<file path="src/rtl/lbps_pkg.sv">
package lbps_pkg;

	localparam int NUM_PATTERNS_DEF  = 10;
	localparam int MAX_STEPS_DEF     = 8;
	localparam int DURATION_BITS_DEF = 16;

	localparam logic [2:0] OP_TICK     = 3'd0;
	localparam logic [2:0] OP_SET_BG   = 3'd1;
	localparam logic [2:0] OP_ONE_SHOT = 3'd2;
	localparam logic [2:0] OP_SERIAL   = 3'd3;
	localparam logic [2:0] OP_BENCH    = 3'd4;

	// serial ids that play once instead of becoming background
	localparam logic [7:0] SERIAL_ONCE_A = 8'd4;
	localparam logic [7:0] SERIAL_ONCE_B = 8'd5;

	typedef struct packed {
		logic [2:0] opcode;
		logic [3:0] pattern_id;
		logic [7:0] led_arg;
		logic [7:0] buzz_arg;
		logic       my_on;
	} lbps_in_t;

	typedef struct packed {
		logic       led_level;
		logic       buzzer_level;
		logic [3:0] playing_pattern;
		logic [2:0] step_number;
		logic       one_shot_busy;
		logic       my_mode;
		logic       my_led_held;
		logic       my_buzz_held;
	} lbps_out_t;

	typedef struct packed {
		logic        led;
		logic        buzz;
		logic [15:0] ms;
	} lbps_step_t;

	// raw table length per pattern slot; unused slots are empty
	function automatic logic [3:0] seq_len(input logic [3:0] p);
		logic [3:0] n;
		unique case (p)
			4'd0: n = 4'd2;
			4'd1: n = 4'd2;
			4'd2: n = 4'd2;
			4'd3: n = 4'd4;
			4'd4: n = 4'd4;
			4'd5: n = 4'd6;
			4'd6: n = 4'd4;
			4'd7: n = 4'd2;
			4'd8: n = 4'd5;
			4'd9: n = 4'd6;
			default: n = 4'd0;
		endcase
		return n;
	endfunction

	function automatic lbps_step_t seq_rom(input logic [3:0] p, input logic [2:0] s);
		lbps_step_t r;
		unique case ({p, s})
			{4'd0, 3'd0}: r = '{1'b1, 1'b0, 16'd60};
			{4'd0, 3'd1}: r = '{1'b0, 1'b0, 16'd2400};
			{4'd1, 3'd0}: r = '{1'b1, 1'b0, 16'd400};
			{4'd1, 3'd1}: r = '{1'b0, 1'b0, 16'd400};
			{4'd2, 3'd0}: r = '{1'b1, 1'b0, 16'd120};
			{4'd2, 3'd1}: r = '{1'b0, 1'b0, 16'd120};
			{4'd3, 3'd0}: r = '{1'b1, 1'b1, 16'd60};
			{4'd3, 3'd1}: r = '{1'b0, 1'b0, 16'd90};
			{4'd3, 3'd2}: r = '{1'b1, 1'b0, 16'd60};
			{4'd3, 3'd3}: r = '{1'b0, 1'b0, 16'd500};
			{4'd4, 3'd0}: r = '{1'b1, 1'b1, 16'd120};
			{4'd4, 3'd1}: r = '{1'b1, 1'b0, 16'd80};
			{4'd4, 3'd2}: r = '{1'b1, 1'b1, 16'd220};
			{4'd4, 3'd3}: r = '{1'b1, 1'b0, 16'd300};
			{4'd5, 3'd0}: r = '{1'b1, 1'b1, 16'd400};
			{4'd5, 3'd1}: r = '{1'b0, 1'b0, 16'd150};
			{4'd5, 3'd2}: r = '{1'b1, 1'b1, 16'd400};
			{4'd5, 3'd3}: r = '{1'b0, 1'b0, 16'd150};
			{4'd5, 3'd4}: r = '{1'b1, 1'b1, 16'd400};
			{4'd5, 3'd5}: r = '{1'b0, 1'b0, 16'd600};
			{4'd6, 3'd0}: r = '{1'b1, 1'b1, 16'd80};
			{4'd6, 3'd1}: r = '{1'b0, 1'b0, 16'd80};
			{4'd6, 3'd2}: r = '{1'b1, 1'b0, 16'd80};
			{4'd6, 3'd3}: r = '{1'b0, 1'b0, 16'd700};
			{4'd7, 3'd0}: r = '{1'b1, 1'b1, 16'd500};
			{4'd7, 3'd1}: r = '{1'b1, 1'b0, 16'd120};
			{4'd8, 3'd0}: r = '{1'b1, 1'b0, 16'd150};
			{4'd8, 3'd1}: r = '{1'b0, 1'b0, 16'd150};
			{4'd8, 3'd2}: r = '{1'b1, 1'b0, 16'd150};
			{4'd8, 3'd3}: r = '{1'b0, 1'b1, 16'd80};
			{4'd8, 3'd4}: r = '{1'b0, 1'b0, 16'd1600};
			{4'd9, 3'd0}: r = '{1'b1, 1'b1, 16'd450};
			{4'd9, 3'd1}: r = '{1'b0, 1'b0, 16'd140};
			{4'd9, 3'd2}: r = '{1'b1, 1'b1, 16'd130};
			{4'd9, 3'd3}: r = '{1'b0, 1'b0, 16'd140};
			{4'd9, 3'd4}: r = '{1'b1, 1'b1, 16'd450};
			{4'd9, 3'd5}: r = '{1'b0, 1'b0, 16'd900};
			default:      r = '{1'b0, 1'b0, 16'd0};
		endcase
		return r;
	endfunction

endpackage

</file>
<file path="src/rtl/lbps_player.sv">
module lbps_player import lbps_pkg::*; #(
	parameter int NUM_PATTERNS  = NUM_PATTERNS_DEF,
	parameter int MAX_STEPS     = MAX_STEPS_DEF,
	parameter int DURATION_BITS = DURATION_BITS_DEF
) (
	input  logic      clk,
	input  logic      arst_n,
	input  logic      fire,
	input  lbps_in_t  item,
	output lbps_out_t result
);

	localparam logic [DURATION_BITS-1:0] CAP = '1;

	// first step of the idle pattern, loaded at reset
	localparam lbps_step_t IDLE_STEP = seq_rom(4'd0, 3'd0);

	logic [3:0]               bg_q, stage_q;
	logic [2:0]               step_q;
	logic [DURATION_BITS-1:0] elapsed_q;
	logic                     oneshot_q, my_q, bled_q, bbuzz_q, led_q, buzz_q;

	logic [3:0]               bg_n, stage_n;
	logic [2:0]               step_n;
	logic [DURATION_BITS-1:0] elapsed_n;
	logic                     oneshot_n, my_n, bled_n, bbuzz_n, led_n, buzz_n;

	function automatic logic [3:0] len_of(input logic [3:0] p);
		logic [3:0] n;
		n = seq_len(p);
		return (n > 4'(MAX_STEPS)) ? 4'(MAX_STEPS) : n;
	endfunction

	lbps_step_t               cur_step, app_step;
	logic [3:0]               cur_len, app_len, app_pat;
	logic [2:0]               app_idx;
	logic [DURATION_BITS-1:0] dur, elapsed_inc;
	logic [3:0]               step_inc;
	logic [7:0]               serial_id;
	logic                     pid_ok, serial_ok;
	logic                     do_restart, do_adv;
	logic [3:0]               rst_pat;
	logic [2:0]               adv_idx;

	assign cur_step    = seq_rom(stage_q, step_q);
	assign cur_len     = len_of(stage_q);
	assign dur         = cur_step.ms[DURATION_BITS-1:0];
	assign elapsed_inc = (elapsed_q == CAP) ? elapsed_q : elapsed_q + 1'b1;
	assign step_inc    = {1'b0, step_q} + 4'd1;
	assign serial_id   = (item.buzz_arg > item.led_arg) ? item.buzz_arg : item.led_arg;
	assign pid_ok      = {1'b0, item.pattern_id} < 5'(NUM_PATTERNS);
	assign serial_ok   = {1'b0, serial_id} < 9'(NUM_PATTERNS);

	// command decode: state edits plus restart / step advance requests
	always_comb begin
		bg_n       = bg_q;
		oneshot_n  = oneshot_q;
		my_n    = my_q;
		bled_n     = bled_q;
		bbuzz_n    = bbuzz_q;
		elapsed_n  = elapsed_q;
		do_restart = 1'b0;
		rst_pat    = bg_q;
		do_adv     = 1'b0;
		adv_idx    = step_q;
		unique case (item.opcode)
			OP_TICK: begin
				if (!my_q && ({1'b0, step_q} < cur_len) && (dur != '0)) begin
					if (elapsed_inc < dur) begin
						elapsed_n = elapsed_inc;
					end else if (step_inc >= cur_len) begin
						if (oneshot_q) begin
							oneshot_n  = 1'b0;
							do_restart = 1'b1;
						end else begin
							do_adv  = 1'b1;
							adv_idx = '0;
						end
					end else begin
						do_adv  = 1'b1;
						adv_idx = step_inc[2:0];
					end
				end
			end
			OP_SET_BG: begin
				if (pid_ok) begin
					bg_n = item.pattern_id;
					if (!oneshot_q && item.pattern_id != stage_q) begin
						do_restart = 1'b1;
						rst_pat    = item.pattern_id;
					end
				end
			end
			OP_ONE_SHOT: begin
				if (pid_ok) begin
					oneshot_n  = 1'b1;
					do_restart = 1'b1;
					rst_pat    = item.pattern_id;
				end
			end
			OP_SERIAL: begin
				if (serial_ok) begin
					if (serial_id == SERIAL_ONCE_A || serial_id == SERIAL_ONCE_B) begin
						oneshot_n  = 1'b1;
						do_restart = 1'b1;
						rst_pat    = serial_id[3:0];
					end else begin
						bg_n = serial_id[3:0];
						if (!oneshot_q && serial_id[3:0] != stage_q) begin
							do_restart = 1'b1;
							rst_pat    = serial_id[3:0];
						end
					end
				end
			end
			OP_BENCH: begin
				my_n = item.my_on;
				bled_n  = item.led_arg != '0;
				bbuzz_n = item.buzz_arg != '0;
				if (!item.my_on) begin
					do_restart = 1'b1;
				end
			end
			default: begin
			end
		endcase
	end

	// load levels of the new step
	assign app_pat  = do_restart ? rst_pat : stage_q;
	assign app_idx  = do_restart ? 3'd0 : adv_idx;
	assign app_step = seq_rom(app_pat, app_idx);
	assign app_len  = len_of(app_pat);

	always_comb begin
		stage_n = stage_q;
		step_n  = step_q;
		led_n   = led_q;
		buzz_n  = buzz_q;
		if (do_restart || do_adv) begin
			stage_n = app_pat;
			step_n  = app_idx;
			if ({1'b0, app_idx} < app_len) begin
				led_n  = app_step.led;
				buzz_n = app_step.buzz;
			end else begin
				led_n  = 1'b0;
				buzz_n = 1'b0;
			end
		end
	end

	always_ff @(posedge clk or negedge arst_n) begin
		if (!arst_n) begin
			bg_q      <= '0;
			stage_q   <= '0;
			step_q    <= '0;
			elapsed_q <= '0;
			oneshot_q <= 1'b0;
			my_q   <= 1'b0;
			bled_q    <= 1'b0;
			bbuzz_q   <= 1'b0;
			led_q     <= IDLE_STEP.led;
			buzz_q    <= IDLE_STEP.buzz;
		end else if (fire) begin
			bg_q      <= bg_n;
			stage_q   <= stage_n;
			step_q    <= step_n;
			elapsed_q <= (do_restart || do_adv) ? '0 : elapsed_n;
			oneshot_q <= oneshot_n;
			my_q   <= my_n;
			bled_q    <= bled_n;
			bbuzz_q   <= bbuzz_n;
			led_q     <= led_n;
			buzz_q    <= buzz_n;
		end
	end

	assign result = '{
		led_level:       my_n ? bled_n : led_n,
		buzzer_level:    my_n ? bbuzz_n : buzz_n,
		playing_pattern: stage_n,
		step_number:     step_n,
		one_shot_busy:   oneshot_n,
		my_mode:      my_n,
		my_led_held:  bled_n,
		my_buzz_held: bbuzz_n
	};

endmodule

</file>
<file path="src/rtl/led_buzzer_pattern_sequencer_top.sv">
// Path: a command beat accepted into the input register passes through one pass of player
//   logic into the result register, which res_stall can hold back.
// Throughput: one command per cycle while the result register is not full and stalled.
// Reset (arst_n low, asynchronous): idle pattern 0 at step 0, LED high, buzzer low,
//   no one-shot, bench mode off, both pipeline stages empty.
module led_buzzer_pattern_sequencer_top import lbps_pkg::*; #(
	parameter int NUM_PATTERNS  = NUM_PATTERNS_DEF,
	parameter int MAX_STEPS     = MAX_STEPS_DEF,
	parameter int DURATION_BITS = DURATION_BITS_DEF
) (
	input  logic      clk,
	input  logic      arst_n,
	input  logic      cmd_valid,
	output logic      cmd_stall,
	input  lbps_in_t  cmd,
	output logic      res_valid,
	input  logic      res_stall,
	output lbps_out_t res
);

	// Stage 1 holds the command; the player reads it together with its own state
	// and the result lands in the result register. The result register is the
	// only thing that can hold a beat back: while it is full and stalled, stage 1
	// waits, and stage 1 stalls the command side only when it is occupied too.
	logic      valid_s1;
	lbps_in_t  cmd_s1;
	logic      advance;
	logic      fire;
	lbps_out_t result;

	assign advance   = !res_valid || !res_stall;
	assign fire      = valid_s1 && advance;
	assign cmd_stall = valid_s1 && !advance;

	always_ff @(posedge clk or negedge arst_n) begin
		if (!arst_n) begin
			valid_s1 <= 1'b0;
		end else if (!cmd_stall) begin
			valid_s1 <= cmd_valid;
		end
	end

	// payload needs no reset; it only loads with a fresh beat
	always_ff @(posedge clk) begin
		if (cmd_valid && !cmd_stall) begin
			cmd_s1 <= cmd;
		end
	end

	// player state commits exactly when its result moves into the result register
	lbps_player #(
		.NUM_PATTERNS  (NUM_PATTERNS),
		.MAX_STEPS     (MAX_STEPS),
		.DURATION_BITS (DURATION_BITS)
	) u_player (
		.clk    (clk),
		.arst_n (arst_n),
		.fire   (fire),
		.item   (cmd_s1),
		.result (result)
	);

	always_ff @(posedge clk or negedge arst_n) begin
		if (!arst_n) begin
			res_valid <= 1'b0;
		end else if (advance) begin
			res_valid <= valid_s1;
		end
	end

	always_ff @(posedge clk) begin
		if (fire) begin
			res <= result;
		end
	end

endmodule

</file>
<file path="config.mk">
export PLATFORM = sky130hd
export DESIGN_NAME = led_buzzer_pattern_sequencer_top
export DESIGN_NICKNAME = d
export VERILOG_FILES = /design/src/rtl/lbps_pkg.sv /design/src/rtl/lbps_player.sv /design/src/rtl/led_buzzer_pattern_sequencer_top.sv
export SDC_FILE = /design/constraint.sdc
export NUM_CORES = 1
export LEC_CHECK = 0
export BUFFER_PORTS_ARGS = -buffer_cell sky130_fd_sc_hd__clkbuf_2
export CAP_MARGIN = 10
export CELL_PAD_IN_SITES_DETAIL_PLACEMENT = 1
export CELL_PAD_IN_SITES_GLOBAL_PLACEMENT = 1
export CORE_ASPECT_RATIO = 1.5
export CORE_MARGIN = 2
export CORE_UTILIZATION = 40
export CTS_CLUSTER_DIAMETER = 50
export DETAILED_ROUTE_END_ITERATION = 16
export PLACE_DENSITY = 0.74
export SETUP_SLACK_MARGIN = 0.05
export SYNTH_ARGS = -nofsm -noshare
export SYNTH_HDL_FRONTEND = slang
export SYNTH_MEMORY_MAX_BITS = 65536
export SYNTH_SLANG_ARGS = --single-unit
</file>
<file path="constraint.sdc">
create_clock -name clk -period 4.85 [get_ports clk]
set_input_delay 0.97 -clock clk [delete_from_list [all_inputs] [get_ports clk]]
set_output_delay 0.97 -clock clk [all_outputs]
set_load 0.02 [all_outputs]
</file>
==> results.yml <==
yosys:
  synthAdderAreaFrac: 0.0741
  synth_seq_cells: 72
  syn_area_um2: 5910
  synth_top_area_share: 0.188
  yosys_warnings: 0
  synthMuxAreaShare: 0.0216
  synth_xor_area_frac: 0.0267
  syn-num-nets: 733
  synth-simple-area-share: 0.235
  synth_top_family_by_area: "compound AO/OA/AOI/OAI gates"
  synth_ff_type: "edfxtp_1"
  synth_common_cells: "72 x nand2_1, 51 x nor2_1, 42 x a21oi_1, 42 x o21ai_0, 37 x edfxtp_1"
  synth_compound_area_frac: 0.248
  async_reset_ff_frac: 0.486
  syn_inst: 670
  synth_area_leaders: "edfxtp_1 19%, dfrtp_1 14%, ha_1 7.4%"
  synth_edf_count: 37
  ys_seq_area_frac: 0.336
  synth.distinct_cells: 101
  avgSynthCellArea_um2: 8.82
  synth.most_common_cell: "nand2_1"
  synth_top_cell_by_area: "edfxtp_1"
die:
  core_um2: 14500
  std_cell_rows: 54
  chipWidth_um: 103
  ios: 43
  die_area_um2: 15800
  die_h_um: 153
  start_util: 0.407
route:
  via_per_inst: 5.86
  drtIter0Drc: 259
  routed_wirelength_um: 20900
  detail-route-antenna-nets: 0
  drt_first_pass_iters: 5
  drc: 0
  routed-via-count: 5864
  wl_per_cell_um: 20.9
grt:
  grt_use_total: 0.271
  grt_max_degree: 36
  grt_pass1_wl_um: 32700
  grt_pass1_vias: 6260
  overflow: 0
  antenna_found_initial: 0
final_layout:
  num_antenna_cells: 0
  areaGrowthSynthToFinish_pct: 28.2
  num-nets-final: 862
  nFillCells: 1733
  drive_above_1_share: 0.303
  layout.cells.non_filler: 1000
  design_area_um2: 7580
power_and_ir_drop:
  p_per_area_nw_per_um2: 410
  p_leak_nw: 3.27
  ir_drop_uv: 364
job:
  cap_violations: 0
place:
  io_buffers: 42
  dp_cells: 963
  dp_slack_ps: -407
  hpwl_um: 16000
  routabilityCongestion: 0.942
  placed_area_um2: 6940
sta:
  skew_ps: 11.5
  fin_crit_sh: 1.04
  slew_headroom: 0.309
  hold_viol: 0
  worst_pin_slew_ps: 1040
  rsz0062_at_grt: "yes"
  max_freq_ghz: 0.198
  setup_viol: 4
  fin_ws_ps: -210
  drv_slew: 0
  whs_ps: 485
  fin_crit_ps: 5060
setup_path:
  cp_max_fo: 5
  cp.arrival_ps: 5260
  worstSetupEndpointType: "flip-flop"
  criticalPathCategory: "reg -> reg"
  start_kind: "flip-flop"
  critPathRequiredTime_ps: 5050
  max_stage_delay_ps: 390
  crit_family: "simple AND/OR/NAND/NOR gates"
  worst-path-buf-inv: 0
  ff2ff_setup_slack_ps: -210
  cpMaxStageDelayCell: "dfrtp_1"
cts:
  cts_tree: "built"
  htree_levels: 3
  cts_max_path_buffers: 2
  clk_pin_slew_ps: 70
  clock_sinks: 72
  root_buffer: "clkbuf_16"
  clock_latency_ps: 340
  cts_buffers: 9
status:
  status: "finished with violations"
  violations: "negative setup slack"
worst_hold_path:
  hold_class: "reg -> reg"
worst paths after layout:
kind | start | to | cells past startpoint
worst max register to register | u_player.elapsed_q[1] | res[11] | 27
max in group asynchronous | arst_n | u_player.oneshot_q | 1
worst min register to register | u_player.led_q | u_player.led_q | 2
min in group asynchronous | arst_n | u_player.elapsed_q[4] | 1
worst max-delay path | u_player.elapsed_q[1] | res[11] | 27
worst min-delay path | u_player.led_q | u_player.led_q | 2
cell families after synthesis:
group                      count (synthesis)
buffers and inverters                     73
and+or+nand+nor                          260
muxes                                     12
AOI/OAI and AO/OA                        200
adders and majority gates                 35
xor gates and xnor gates                  18
DFF                                       72
final cells by class:
cell class / count / area [um^2] / area share
flip-flops and latches: 72 / 1990 / 0.262
clock inverters: 6 / 92.6 / 0.0122
inverters: 38 / 150 / 0.0198
well taps: 196 / 245 / 0.0324
clock buffers: 10 / 229 / 0.0302
repair buffers: 153 / 1090 / 0.144
multi-input cells: 525 / 3780 / 0.499
metal layers:
metal  global-route usage  part of all wire  wire, um  vias up
met5                    0                 0         0        -
met3               0.0320             0.030       625       67
met2                0.504              0.55     11500      153
li1                     -                 -         -     2754
met4                0.142             0.058      1200        0
met1                0.288              0.36      7520     2890
worst reg2reg max path: cells and delay by family (launching register included):
kind,cells,cell delay (ps)
AOI/OAI and AO/OA,8,1600
and+or+nand+nor,15,2140
adders and majority gates,3,680
xor gates and xnor gates,1,110
DFF,1,390
power breakdown:
part | total (W) | leakage [nW] | switching [W] | internal (W)
logic | 0.00155 | 2.30 | 0.000893 | 0.000653
registers | 0.000838 | 0.813 | 0.0000869 | 0.000751
clock network | 0.000725 | 0.155 | 0.000271 | 0.000454
registers in the layout, summed over array words and instances, names as in the netlist:
register,flops
u_player.oneshot_q,1
u_player.bled_q,1
u_player.stage_q,4
u_player.my_q,1
valid_s1,1
u_player.bg_q,4
cmd_s1,24
u_player.step_q,3
u_player.elapsed_q,16
res,13
u_player.buzz_q,1
u_player.led_q,1
res_valid,1
u_player.bbuzz_q,1
stage by stage:
step           total power (W)   util  setup TNS (ps)
6_report               0.00311  0.522            -672
2_1_floorplan          0.00173      -            -150
3_5_place_dp           0.00227  0.478           -1430
3_3_place_gp           0.00223  0.478            -607
5_1_grt                0.00328  0.522           -1720
4_1_cts                0.00306  0.512            -218
repair_timing:
| action | CTS | global route |
|---|---|---|
| gates resized for setup | 22 | 11 |
| pin swaps | 31 | 22 |
| setup buffers | 11 | 10 |
| gates cloned | 0 | 0 |
| hold buffers | 0 | 0 |
| endpoints found under the setup margin | 4 | 4 |
cells in the final DEF, fill, tap and decap left out, types with 11 or more instances in the layout:
cell type | Yosys | layout
xnor2_1 | 12 | 11
nor2_1 | 51 | 49
nand4_1 | 12 | 12
inv_1 | 32 | 32
ha_1 | 35 | 29
nand2b_1 | 14 | 13
o21ai_0 | 42 | 40
edfxtp_1 | 37 | 37
clkbuf_2 | 0 | 42
a211oi_1 | 13 | 12
nand2_1 | 72 | 70
nand3_1 | 28 | 25
buf_4 | 3 | 107
dfrtp_1 | 34 | 34
a21oi_1 | 42 | 39
nor3_1 | 16 | 14
No activity file was read; power rests on OpenSTA's default activity.
